### src/tasr_pkg.sv
`default_nettype none

package tasr_pkg;

  // Default fraction width of the axis components.
  localparam int FRAC_BITS_DEFAULT = 14;

  // Angle arithmetic in units of 1/64 degree.
  localparam int FULL_TURN    = 23040;
  localparam int QUARTER_TURN = 5760;
  localparam int ANGLE_W      = 17;  // negated 16-bit angle
  localparam int REM_W        = 13;  // remainder within one quadrant
  localparam int ANGLE_SHIFT  = 10;  // 1/64 degree to Q16 degree

  // Rotation-mode CORDIC data path.
  localparam int CORDIC_STAGES = 18;
  localparam int XY_W          = 33;  // Q30 vector with headroom
  localparam int Z_W           = 25;  // Q16 degree residual angle
  localparam int RND_W         = 34;  // rounding and saturation width
  localparam logic signed [XY_W-1:0] CORDIC_GAIN_Q30 = 33'sd652032874;

  // Axis direction codes.
  localparam logic [2:0] AXIS_POS_Z = 3'd0;
  localparam logic [2:0] AXIS_NEG_Z = 3'd1;
  localparam logic [2:0] AXIS_POS_X = 3'd2;
  localparam logic [2:0] AXIS_NEG_X = 3'd3;
  localparam logic [2:0] AXIS_POS_Y = 3'd4;
  localparam logic [2:0] AXIS_NEG_Y = 3'd5;

  // Quadrant codes.
  localparam logic [1:0] QUAD_0 = 2'd0;
  localparam logic [1:0] QUAD_1 = 2'd1;
  localparam logic [1:0] QUAD_2 = 2'd2;
  localparam logic [1:0] QUAD_3 = 2'd3;

  // Information that travels beside the CORDIC vector.
  typedef struct packed {
    logic [2:0] idx;
    logic [1:0] quad;
  } side_t;

  // atan(2^-i) in Q16 degrees.
  function automatic logic signed [Z_W-1:0] atan_q16(input int i);
    logic signed [Z_W-1:0] v;
    case (i)
      0:       v = 25'sd2949120;
      1:       v = 25'sd1740967;
      2:       v = 25'sd919879;
      3:       v = 25'sd466945;
      4:       v = 25'sd234379;
      5:       v = 25'sd117304;
      6:       v = 25'sd58666;
      7:       v = 25'sd29335;
      8:       v = 25'sd14668;
      9:       v = 25'sd7334;
      10:      v = 25'sd3667;
      11:      v = 25'sd1833;
      12:      v = 25'sd917;
      13:      v = 25'sd458;
      14:      v = 25'sd229;
      15:      v = 25'sd115;
      16:      v = 25'sd57;
      17:      v = 25'sd29;
      default: v = '0;
    endcase
    return v;
  endfunction

endpackage

`default_nettype wire

### src/tasr_cordic.sv
`default_nettype none

module tasr_cordic
  import tasr_pkg::*;
(
  input  wire                         clk,
  input  wire                         rst,
  input  wire                         in_valid,
  input  wire  side_t                 in_side,
  input  wire  signed [Z_W-1:0]       in_z,
  output logic                        out_valid,
  output side_t                       out_side,
  output logic signed [XY_W-1:0]      out_x,
  output logic signed [XY_W-1:0]      out_y
);

  logic signed [XY_W-1:0] x_in [CORDIC_STAGES];
  logic signed [XY_W-1:0] y_in [CORDIC_STAGES];
  logic signed [Z_W-1:0]  z_in [CORDIC_STAGES];
  side_t                  sd_in [CORDIC_STAGES];
  logic                   v_in  [CORDIC_STAGES];

  logic signed [XY_W-1:0] x_q  [CORDIC_STAGES];
  logic signed [XY_W-1:0] y_q  [CORDIC_STAGES];
  logic signed [Z_W-1:0]  z_q  [CORDIC_STAGES];
  side_t                  sd_q [CORDIC_STAGES];
  logic                   v_q  [CORDIC_STAGES];

  // Each stage takes the register of the stage before it; the first takes
  // the unit vector pre-scaled by the inverse gain.
  always_comb begin
    x_in[0]  = CORDIC_GAIN_Q30;
    y_in[0]  = '0;
    z_in[0]  = in_z;
    sd_in[0] = in_side;
    v_in[0]  = in_valid;
    for (int i = 1; i < CORDIC_STAGES; i++) begin
      x_in[i]  = x_q[i-1];
      y_in[i]  = y_q[i-1];
      z_in[i]  = z_q[i-1];
      sd_in[i] = sd_q[i-1];
      v_in[i]  = v_q[i-1];
    end
  end

  // One micro-rotation per register stage; arithmetic shifts round down.
  always_ff @(posedge clk) begin
    for (int i = 0; i < CORDIC_STAGES; i++) begin
      if (!z_in[i][Z_W-1]) begin
        x_q[i] <= x_in[i] - (y_in[i] >>> i);
        y_q[i] <= y_in[i] + (x_in[i] >>> i);
        z_q[i] <= z_in[i] - atan_q16(i);
      end else begin
        x_q[i] <= x_in[i] + (y_in[i] >>> i);
        y_q[i] <= y_in[i] - (x_in[i] >>> i);
        z_q[i] <= z_in[i] + atan_q16(i);
      end
      sd_q[i] <= sd_in[i];
    end
  end

  // Valid bits travel with the vector.
  always_ff @(posedge clk) begin
    if (rst) begin
      for (int i = 0; i < CORDIC_STAGES; i++) begin
        v_q[i] <= 1'b0;
      end
    end else begin
      for (int i = 0; i < CORDIC_STAGES; i++) begin
        v_q[i] <= v_in[i];
      end
    end
  end

  assign out_valid = v_q[CORDIC_STAGES-1];
  assign out_side  = sd_q[CORDIC_STAGES-1];
  assign out_x     = x_q[CORDIC_STAGES-1];
  assign out_y     = y_q[CORDIC_STAGES-1];

endmodule

`default_nettype wire

### config.mk
export PLATFORM = sky130hd
export DESIGN_NAME = tasr_cordic
export DESIGN_NICKNAME = d
export VERILOG_FILES = /design/src/tasr_pkg.sv /design/src/tasr_cordic.sv
export SDC_FILE = /design/constraint.sdc
export NUM_CORES = 2
export LEC_CHECK = 0
export ABC_CLOCK_PERIOD_IN_PS = 7800
export BUFFER_PORTS_ARGS = -buffer_cell sky130_fd_sc_hd__buf_4
export CAP_MARGIN = 10
export CORE_MARGIN = 5
export CORE_UTILIZATION = 25
export CTS_BUF_LIST = sky130_fd_sc_hd__clkbuf_4
export DETAILED_ROUTE_END_ITERATION = 8
export PLACE_DENSITY_LB_ADDON = 0.1
export SLEW_MARGIN = 20
export SYNTH_ARGS = -nofsm -noshare
export SYNTH_HDL_FRONTEND = slang
export SYNTH_SLANG_ARGS = --single-unit
### constraint.sdc
create_clock -name clk -period 7.8 [get_ports clk]
set_input_delay 1.56 -clock clk [delete_from_list [all_inputs] [get_ports clk]]
set_output_delay 1.56 -clock clk [all_outputs]
set_load 0.01 [all_outputs]
==> results_dict.tcl <==
set metrics [dict create \
    drtPass1Iterations 5 \
    grt_max_degree 63 \
    hold_viol 0 \
    final_cell_mix "dfxtp_1, ha_1, a21oi_1" \
    critical_path_arrival_ns 6.62 \
    cts_hold_buf 23 \
    grt_pass1_vias 93800 \
    cp.required_ns 9.17 \
    post-place-ws_ns 2.61 \
    crit_path_start_kind "flop" \
    synthAdderAreaFrac_pct 17.0 \
    drive_gt1_share_pct 7.98 \
    hp-class "flop to flop" \
    slew_headroom_pct 22.4 \
    synth-edff-count 0 \
    dpl.hpwl_um 291000 \
    ant_nets 0 \
    async_reset_ff_share_pct 0 \
    cts-root-buf "clkbuf_4" \
    wl_per_cell_um 18.0 \
    setup_viol 0 \
    yosys_register_bits 1607 \
    chipWidth_um 681 \
    cp-startpoint "x_q[10][11]" \
    wl_um 356000 \
    syn_area_um2 113000 \
    max_freq_mhz 191 \
    synth_cell_type_count 103 \
    drtIter0Drc 4274 \
    dieHeight_um 681 \
    ioPinCount 105 \
    fin_crit_sh_pct 67.2 \
    final_util_pct 28.3 \
    fin_skew_ns 0.168 \
    rows 246 \
    period_needed_ns 5.24 \
    yosys.area_share.simple_pct 14.1 \
    gr-total-overflow 0 \
    drv_cap 0 \
    hold_depth 0 \
    numCtsBuffers 474 \
    finalWorstSetupSlack_ns 2.56 \
    tightest_slew_ns 1.15 \
    ys_seq_area_share_pct 28.6 \
    cp-end-kind "flop" \
    synth_top_family_by_area "compound AO/OA/AOI/OAI gates" \
    synth_compound_area_share_pct 21.7 \
    num-fill-cells 48700 \
    nets 15000 \
    cts_tree "built" \
    rsz0062_at_grt "no" \
    crit_fanout 6 \
    fin_tns_setup_ns 0 \
    htree_levels 5 \
    synth_xor_area_share_pct 14.8 \
    worstHoldStart "sd_q[9][3]" \
    antenna_found_initial 18 \
    drv_slew 0 \
    core_area_um2 449000 \
    via_count 93000 \
    status "finished clean" \
    dpl-instance-area_um2 121000 \
    ys.flop_type "dfxtp_1" \
    drc 0 \
    place_congestion 0.814 \
    syn_nets 14500 \
    clk_latency_ns 1.50 \
    io_buffers 104 \
    ff2ff_path_depth 18 \
    dieArea_um2 464000 \
    layout_commonest_cell "dfxtp_1" \
    syn_area_per_cell_um2 8.66 \
    clk_pin_slew_ns 0.06 \
    critPathKind "flop to flop" \
    viasPerCell 4.69 \
    ys_warn_count 0 \
    cts_resized 0 \
    start_util_pct 25.1 \
    grt_pass1_wl_um 553000 \
    cts_buffer_depth 4 \
    cts.sinks 1607 \
    muxShareOfSynthArea_pct 1.37 \
    gr-usage-all-layers_pct 14.9 \
    area_growth_pct 12.6 \
    finish.instance_area_um2 127000 \
    post_cts_buffers 0 \
    r2r-start "x_q[10][11]" \
    syn_inst 13000 \
]
[registers in the layout, indices dropped and copies added, names as in the netlist]
register	count
y_q	562
x_q	536
z_q	401
sd_q	90
v_q	18
[per-layer routing]
metal  global-route usage [%]  part of all wire, %  vias up
li1                         -                    -    48000
met1                     19.7                   47    43100
met2                     25.1                   46     1316
met3                     2.15                  3.4      551
met4                     4.55                  3.0       10
met5                        0                0.019        -
[through the flow]
| stage | std cells | hold WS [ns] |
|---|---|---|
| final | 19800 | 0.308 |
| after global routing | 19800 | 0.0524 |
| after CTS | 19800 | 0.000886 |
| after detailed placement | 18900 | 0.312 |
| after global placement | 18900 | 0.309 |
| after floorplan | 13000 | 0.310 |
[worst max-delay path, cell delays in order (launching register included)]
cell and delay, ns:
dfxtp_1 0.37, inv_1 0.08, ha_1 0.15, nor3b_1 0.51, nor4b_1 0.70, nand2_1 0.19, nor4_1 0.53, a31oi_1 0.20
xnor2_1 0.17, ha_1 0.38, a21o_1 0.21, a21o_1 0.17, a21oi_1 0.15, o21ai_0 0.10, a21oi_1 0.37, o21ai_0 0.23
or2_2 0.34, a31oi_1 0.21, xnor2_1 0.13
[worst paths after layout]
check / endpoint / slack, ns
hold / removal: sd_q[10][3] / 0.31
hold reg to reg: sd_q[10][3] / 0.31
setup reg to reg: y_q[11][31] / 2.56
setup / recovery: y_q[11][31] / 2.56
[cells by family (layout without fill, tap and decap cells)]
group	after synthesis	count (layout)
AOI/OAI and AO/OA	3836	3836
and+or+nand+nor	3267	3267
xor gates and xnor gates	1895	1895
DFF	1607	1607
adders and majority gates	1504	1504
buffers and inverters	748	1608
muxes	145	145
other	0	28
[synthesized netlist by cell type, types with 184 or more instances]
library cell | n | share of area [%]
dfxtp_1 | 1607 | 29
a21o_1 | 596 | 4.0
xnor2_1 | 1265 | 9.8
xor2_1 | 627 | 4.9
a21oi_1 | 1404 | 6.2
nand2_1 | 554 | 1.8
inv_1 | 570 | 1.9
ha_1 | 1454 | 16
o21ai_0 | 586 | 2.6
nor3_1 | 355 | 1.6
o21a_1 | 191 | 1.3
nand3_1 | 195 | 0.87
nor2b_1 | 184 | 1.0
nor2_1 | 1168 | 3.9
[layout make-up]
class / count / area, um^2 / share of cell area, %
multi-input combinational: 10600 / 77700 / 61.2
sequential: 1607 / 32200 / 25.4
tap: 5952 / 7450 / 5.87
clock buffer: 652 / 4890 / 3.86
inverter: 574 / 2150 / 1.70
timing repair buffer: 192 / 1500 / 1.18
clock inverter: 190 / 966 / 0.761
antenna: 28 / 70.1 / 0.0552
Power is left out: the tool's default activity adds up to more than one toggle a clock period on the data nets, which glitch-free logic cannot reach.
