**config.mk**
```make
export PLATFORM = sky130hd
export DESIGN_NAME = tasr_front
export DESIGN_NICKNAME = d
export VERILOG_FILES = /design/src/tasr_pkg.sv /design/src/tasr_front.sv
export SDC_FILE = /design/constraint.sdc
export NUM_CORES = 1
export LEC_CHECK = 0
export ABC_AREA = 1
export BUFFER_PORTS_ARGS = -buffer_cell sky130_fd_sc_hd__buf_2
export CORE_ASPECT_RATIO = 0.75
export CORE_MARGIN = 1
export CORE_UTILIZATION = 25
export DETAILED_ROUTE_END_ITERATION = 7
export PLACE_DENSITY_LB_ADDON = 0.1
export SYNTH_ARGS = -nofsm -noshare
export SYNTH_HDL_FRONTEND = slang
export SYNTH_SLANG_ARGS = --single-unit
```
**constraint.sdc**
```tcl
create_clock -name clk -period 9.6 [get_ports clk]
set_input_delay 0.96 -clock clk [delete_from_list [all_inputs] [get_ports clk]]
set_output_delay 0.96 -clock clk [all_outputs]
set_load 0.005 [all_outputs]
```
**src/tasr_pkg.sv**
```systemverilog
`default_nettype none

package tasr_pkg;

  // Default fraction width of the axis components.
  localparam int FRAC_BITS_DEFAULT = 14;

  // Angle arithmetic in units of 1/64 degree.
  localparam int FULL_TURN    = 23040;
  localparam int QUARTER_TURN = 5760;
  localparam int ANGLE_W      = 17;  // negated 16-bit angle
  localparam int REM_W        = 13;  // remainder within one quadrant
  localparam int ANGLE_SHIFT  = 10;  // 1/64 degree to Q16 degree

  // Rotation-mode CORDIC data path.
  localparam int CORDIC_STAGES = 18;
  localparam int XY_W          = 33;  // Q30 vector with headroom
  localparam int Z_W           = 25;  // Q16 degree residual angle
  localparam int RND_W         = 34;  // rounding and saturation width
  localparam logic signed [XY_W-1:0] CORDIC_GAIN_Q30 = 33'sd652032874;

  // Axis direction codes.
  localparam logic [2:0] AXIS_POS_Z = 3'd0;
  localparam logic [2:0] AXIS_NEG_Z = 3'd1;
  localparam logic [2:0] AXIS_POS_X = 3'd2;
  localparam logic [2:0] AXIS_NEG_X = 3'd3;
  localparam logic [2:0] AXIS_POS_Y = 3'd4;
  localparam logic [2:0] AXIS_NEG_Y = 3'd5;

  // Quadrant codes.
  localparam logic [1:0] QUAD_0 = 2'd0;
  localparam logic [1:0] QUAD_1 = 2'd1;
  localparam logic [1:0] QUAD_2 = 2'd2;
  localparam logic [1:0] QUAD_3 = 2'd3;

  // Information that travels beside the CORDIC vector.
  typedef struct packed {
    logic [2:0] idx;
    logic [1:0] quad;
  } side_t;

  // atan(2^-i) in Q16 degrees.
  function automatic logic signed [Z_W-1:0] atan_q16(input int i);
    logic signed [Z_W-1:0] v;
    case (i)
      0:       v = 25'sd2949120;
      1:       v = 25'sd1740967;
      2:       v = 25'sd919879;
      3:       v = 25'sd466945;
      4:       v = 25'sd234379;
      5:       v = 25'sd117304;
      6:       v = 25'sd58666;
      7:       v = 25'sd29335;
      8:       v = 25'sd14668;
      9:       v = 25'sd7334;
      10:      v = 25'sd3667;
      11:      v = 25'sd1833;
      12:      v = 25'sd917;
      13:      v = 25'sd458;
      14:      v = 25'sd229;
      15:      v = 25'sd115;
      16:      v = 25'sd57;
      17:      v = 25'sd29;
      default: v = '0;
    endcase
    return v;
  endfunction

endpackage

`default_nettype wire

```
**src/tasr_front.sv**
```systemverilog
`default_nettype none

module tasr_front
  import tasr_pkg::*;
(
  input  wire                         clk,
  input  wire                         rst,
  input  wire                         in_valid,
  input  wire  signed [15:0]          normal_x,
  input  wire  signed [15:0]          normal_y,
  input  wire  signed [15:0]          normal_z,
  input  wire  signed [15:0]          rotation_deg,
  output logic                        out_valid,
  output side_t                       out_side,
  output logic signed [Z_W-1:0]       out_z
);

  logic signed [ANGLE_W-1:0] dots [6];
  logic signed [ANGLE_W-1:0] best;
  logic [2:0]                sel_idx;
  logic signed [ANGLE_W-1:0] sel_angle;

  logic                      s1_valid;
  logic [2:0]                s1_idx;
  logic signed [ANGLE_W-1:0] s1_angle;

  logic signed [ANGLE_W:0]   mod_angle;
  logic [14:0]               turn_pos;
  logic [1:0]                quad;
  logic [REM_W-1:0]          rem;

  // Pick the first direction with the strictly largest positive dot product.
  always_comb begin
    dots[0] = ANGLE_W'(normal_z);
    dots[1] = -ANGLE_W'(normal_z);
    dots[2] = ANGLE_W'(normal_x);
    dots[3] = -ANGLE_W'(normal_x);
    dots[4] = ANGLE_W'(normal_y);
    dots[5] = -ANGLE_W'(normal_y);
    best    = '0;
    sel_idx = AXIS_POS_Z;
    for (int i = 0; i < 6; i++) begin
      if (dots[i] > best) begin
        best    = dots[i];
        sel_idx = 3'(i);
      end
    end
    // The y pair turns the other way.
    if (sel_idx == AXIS_POS_Y || sel_idx == AXIS_NEG_Y) begin
      sel_angle = -ANGLE_W'(rotation_deg);
    end else begin
      sel_angle = ANGLE_W'(rotation_deg);
    end
  end

  // Stage one register.
  always_ff @(posedge clk) begin
    if (rst) begin
      s1_valid <= 1'b0;
    end else begin
      s1_valid <= in_valid;
    end
  end

  always_ff @(posedge clk) begin
    s1_idx   <= sel_idx;
    s1_angle <= sel_angle;
  end

  // Reduce the angle into one full turn and split off the quadrant.
  always_comb begin
    if (s1_angle >= FULL_TURN) begin
      mod_angle = (ANGLE_W+1)'(s1_angle) - (ANGLE_W+1)'(FULL_TURN);
    end else if (s1_angle < -FULL_TURN) begin
      mod_angle = (ANGLE_W+1)'(s1_angle) + (ANGLE_W+1)'(2 * FULL_TURN);
    end else if (s1_angle < 0) begin
      mod_angle = (ANGLE_W+1)'(s1_angle) + (ANGLE_W+1)'(FULL_TURN);
    end else begin
      mod_angle = (ANGLE_W+1)'(s1_angle);
    end
    turn_pos = mod_angle[14:0];
    if (turn_pos >= 15'(3 * QUARTER_TURN)) begin
      quad = QUAD_3;
      rem  = REM_W'(turn_pos - 15'(3 * QUARTER_TURN));
    end else if (turn_pos >= 15'(2 * QUARTER_TURN)) begin
      quad = QUAD_2;
      rem  = REM_W'(turn_pos - 15'(2 * QUARTER_TURN));
    end else if (turn_pos >= 15'(QUARTER_TURN)) begin
      quad = QUAD_1;
      rem  = REM_W'(turn_pos - 15'(QUARTER_TURN));
    end else begin
      quad = QUAD_0;
      rem  = REM_W'(turn_pos);
    end
  end

  // Stage two register: remainder scaled to Q16 degrees.
  always_ff @(posedge clk) begin
    if (rst) begin
      out_valid <= 1'b0;
    end else begin
      out_valid <= s1_valid;
    end
  end

  always_ff @(posedge clk) begin
    out_side.idx  <= s1_idx;
    out_side.quad <= quad;
    out_z         <= Z_W'({rem, {ANGLE_SHIFT{1'b0}}});
  end

endmodule

`default_nettype wire

```
==> impl_metrics.ini <==
[min_path]
min_to = out_side[2]
holdPathStages = 0
hold_class = flop to flop
worstHoldStart = s1_idx[0]

[sta]
maxSlewViolCount = 0
finalHoldViolations = 0
max_slew_margin = 0.655
final-setup-viol-count = 19
period_needed_ns = 10.11
finalCritPeriodShare = 1.05
fmax_mhz = 98.9
rsz0062_at_grt = true
skew_ns = 0.00360
tightest_slew_ns = 0.516
worst_slack_ns = -0.515

[synthesis]
syn-instance-count = 1102
ys_ff_latch = 40
synth_top_flop_cell = dfxtp_1
yosysWarnings = 0
yosysTopAreaCell = ha_1
synth_area_leaders = ha_1 (19%), nand2_1 (16%), dfxtp_1 (12%), inv_1 (10%), nand3_1 (7.0%)
synth_edf_count = 0
synthesis.area_mm2 = 0.00675
yosysTopAreaCellShare = 0.185
synthDistinctLibCells = 46
async_reset_ff_frac = 0
ys_seq_area_frac = 0.119
syn_area_per_cell_um2 = 6.13

[global_route]
overflow = 0
gr-usage-all-layers = 0.154
grt_pass1_vias = 7190
antenna_found_initial = 0
grt_max_degree = 19
grt_pass1_wl_um = 34900

[floorplanning]
core_mm2 = 0.0262
die_y_um = 144
placementRows = 51
start_util = 0.257
die_w_um = 192
design.die.area_mm2 = 0.0277
io_pins = 98

[detailed_routing]
first_iter_violations = 327
wl_per_cell_um = 12.3
routed_wirelength_um = 21500
viasPerCell = 4.37
via_count = 7618
drc_errors = 0
drtPass1Iterations = 5
ant_nets = 0

[final_layout]
final_common_cell = nand2_1
final_cells = 1745
drive_gt1_frac = 0.336
antenna_cells = 0
mostFrequentLayoutCells = nand2_1 (262), buf_4 (206), inv_1 (168), buf_2 (87), nand3_1 (85)
fill_cells = 2879
stdcell_area_mm2 = 0.0101
layout.nets = 1567
areaGrowthSynthToFinish_pct = 49.6

[worst_setup_path]
path_buf_inv = 27
critPathLaunchType = primary input
crit_required_ns = 9.77
rrSetupSlack_ns = 6.80
worstSetupPathType = primary input to flop
worst_path_most_repeated_cell = buf_4
critical-path-slowest-cell = ha_1
slowest_delay_ns = 0.27
reg2reg_from = s1_angle[9]
crit_family = simple AND/OR/NAND/NOR gates
crit_arrival_ns = 10.28
reg2reg_to = out_z[21]
r2r_cells = 20
crit_fanout = 17
end_kind = flop

[cts]
clk_latency_ns = 0.27
clock_sinks = 40
numCtsBuffers = 5
root_buffer = clkbuf_16
clk_path_buf_depth = 2
htreeDepth = 2
hold_buffers = 0
clkTransAtPathRegs_ns = 0.06
cts_tree = built

[placed_design]
numPortBuffers = 85
place_inst = 1691
dp_slack_ns = -1.27
gp_congestion = 0.835
placed_area_mm2 = 0.00894
dp_hpwl_um = 17900

[run]
drv_cap = 0

[pwr]
finalPower_w = 0.00338
p_per_area_mw_per_mm2 = 335
p_leak_nw = 5.42
ir_worst_vdd_mv = 0.189

[run_status]
outcome = finished, violations left
violations = setup timing
==> state kept, by name, indices dropped and copies added, names as in the netlist <==
register and count:
s1_angle 17, out_z 13, out_side 5, s1_idx 3, out_valid 1, s1_valid 1
==> stage by stage <==
| stage | utilization | hold slack (ns) | setup TNS [ns] |
|---|---|---|---|
| final | 0.385 | 0.328 | -9.30 |
| after CTS | 0.361 | 0.333 | -7.24 |
| after floorplan | - | 0.310 | 0 |
| after global routing | 0.385 | 0.353 | -22.03 |
| after global placement | 0.341 | 0.313 | -23.35 |
| after detailed placement | 0.341 | 0.315 | -22.74 |
==> cell families (layout without fill, tap and decap cells) <==
| group | count (synthesis) | count (layout) | share of synthesized area |
|---|---|---|---|
| AOI/OAI and AO/OA | 119 | 119 | 0.102 |
| buffers and inverters | 221 | 508 | 0.135 |
| xor gates and xnor gates | 58 | 58 | 0.0753 |
| adders and majority gates | 100 | 100 | 0.185 |
| DFF | 40 | 40 | 0.119 |
| other | 1 | 12 | 0.000556 |
| and+or+nand+nor | 563 | 564 | 0.384 |
==> routing by layer <==
metal / global-route usage / up-vias / routed length (um)
met5: 0 / - / 0
met4: 0.0142 / 0 / 69
met3: 0.00946 / 6 / 494
met2: 0.256 / 94 / 9670
met1: 0.224 / 3363 / 11300
li1: - / 4155 / -
==> report_power, final <==
group          internal, W  leakage, nW  total, W  switching (W)
Combinational      0.00132         5.00   0.00286        0.00154
Clock             0.000123       0.0840  0.000189      0.0000657
Sequential        0.000265        0.337  0.000335      0.0000704
Total              0.00171         5.42   0.00338        0.00167
==> area by class of cell <==
class / count / area, um^2 / share of cell area
Multi-Input combinational cell: 853 / 5700 / 0.564
Timing Repair Buffer: 312 / 2270 / 0.225
Sequential cell: 40 / 801 / 0.0793
Inverter: 188 / 721 / 0.0713
Tap cell: 344 / 430 / 0.0426
Clock buffer: 5 / 125 / 0.0124
Clock inverter: 3 / 47.5 / 0.00471
==> worst max-delay path by stage <==
stage,start,depth (start not counted),endpoint,slack (ns)
2_1_floorplan,normal_z[1],73,s1_angle[10],0.001
3_3_place_gp,normal_z[1],71,s1_angle[5],-1.29
3_5_place_dp,normal_z[1],71,s1_angle[5],-1.27
4_1_cts,normal_z[1],68,s1_angle[10],-0.47
5_1_grt,normal_z[1],73,s1_angle[5],-1.21
6_report,normal_z[1],74,s1_angle[5],-0.51
==> cells in the mapped netlist, types with 2 or more instances <==
library cell	instances
nand2_1	290
inv_1	180
ha_1	100
nand3_1	95
nor2_1	58
o21ai_0	51
xor2_1	48
dfxtp_1	40
nand4_1	40
a21oi_1	34
nor3_1	23
and2_1	19
buf_4	15
o211ai_1	15
nand2_2	11
xnor2_1	10
clkbuf_1	9
buf_2	8
inv_2	6
nand2_4	6
o21ai_1	5
a21o_1	4
nor2_2	4
a211oi_1	3
nand3_2	3
nor4_1	3
inv_4	2
nor3b_1	2
==> timing repair <==
action                     CTS  global route
pin swaps                   30            68
setup endpoints to repair   19            19
resized for setup           52           109
buffers inserted            22            17
cloned                       3             4
No activity file was read; power rests on OpenSTA's default activity.
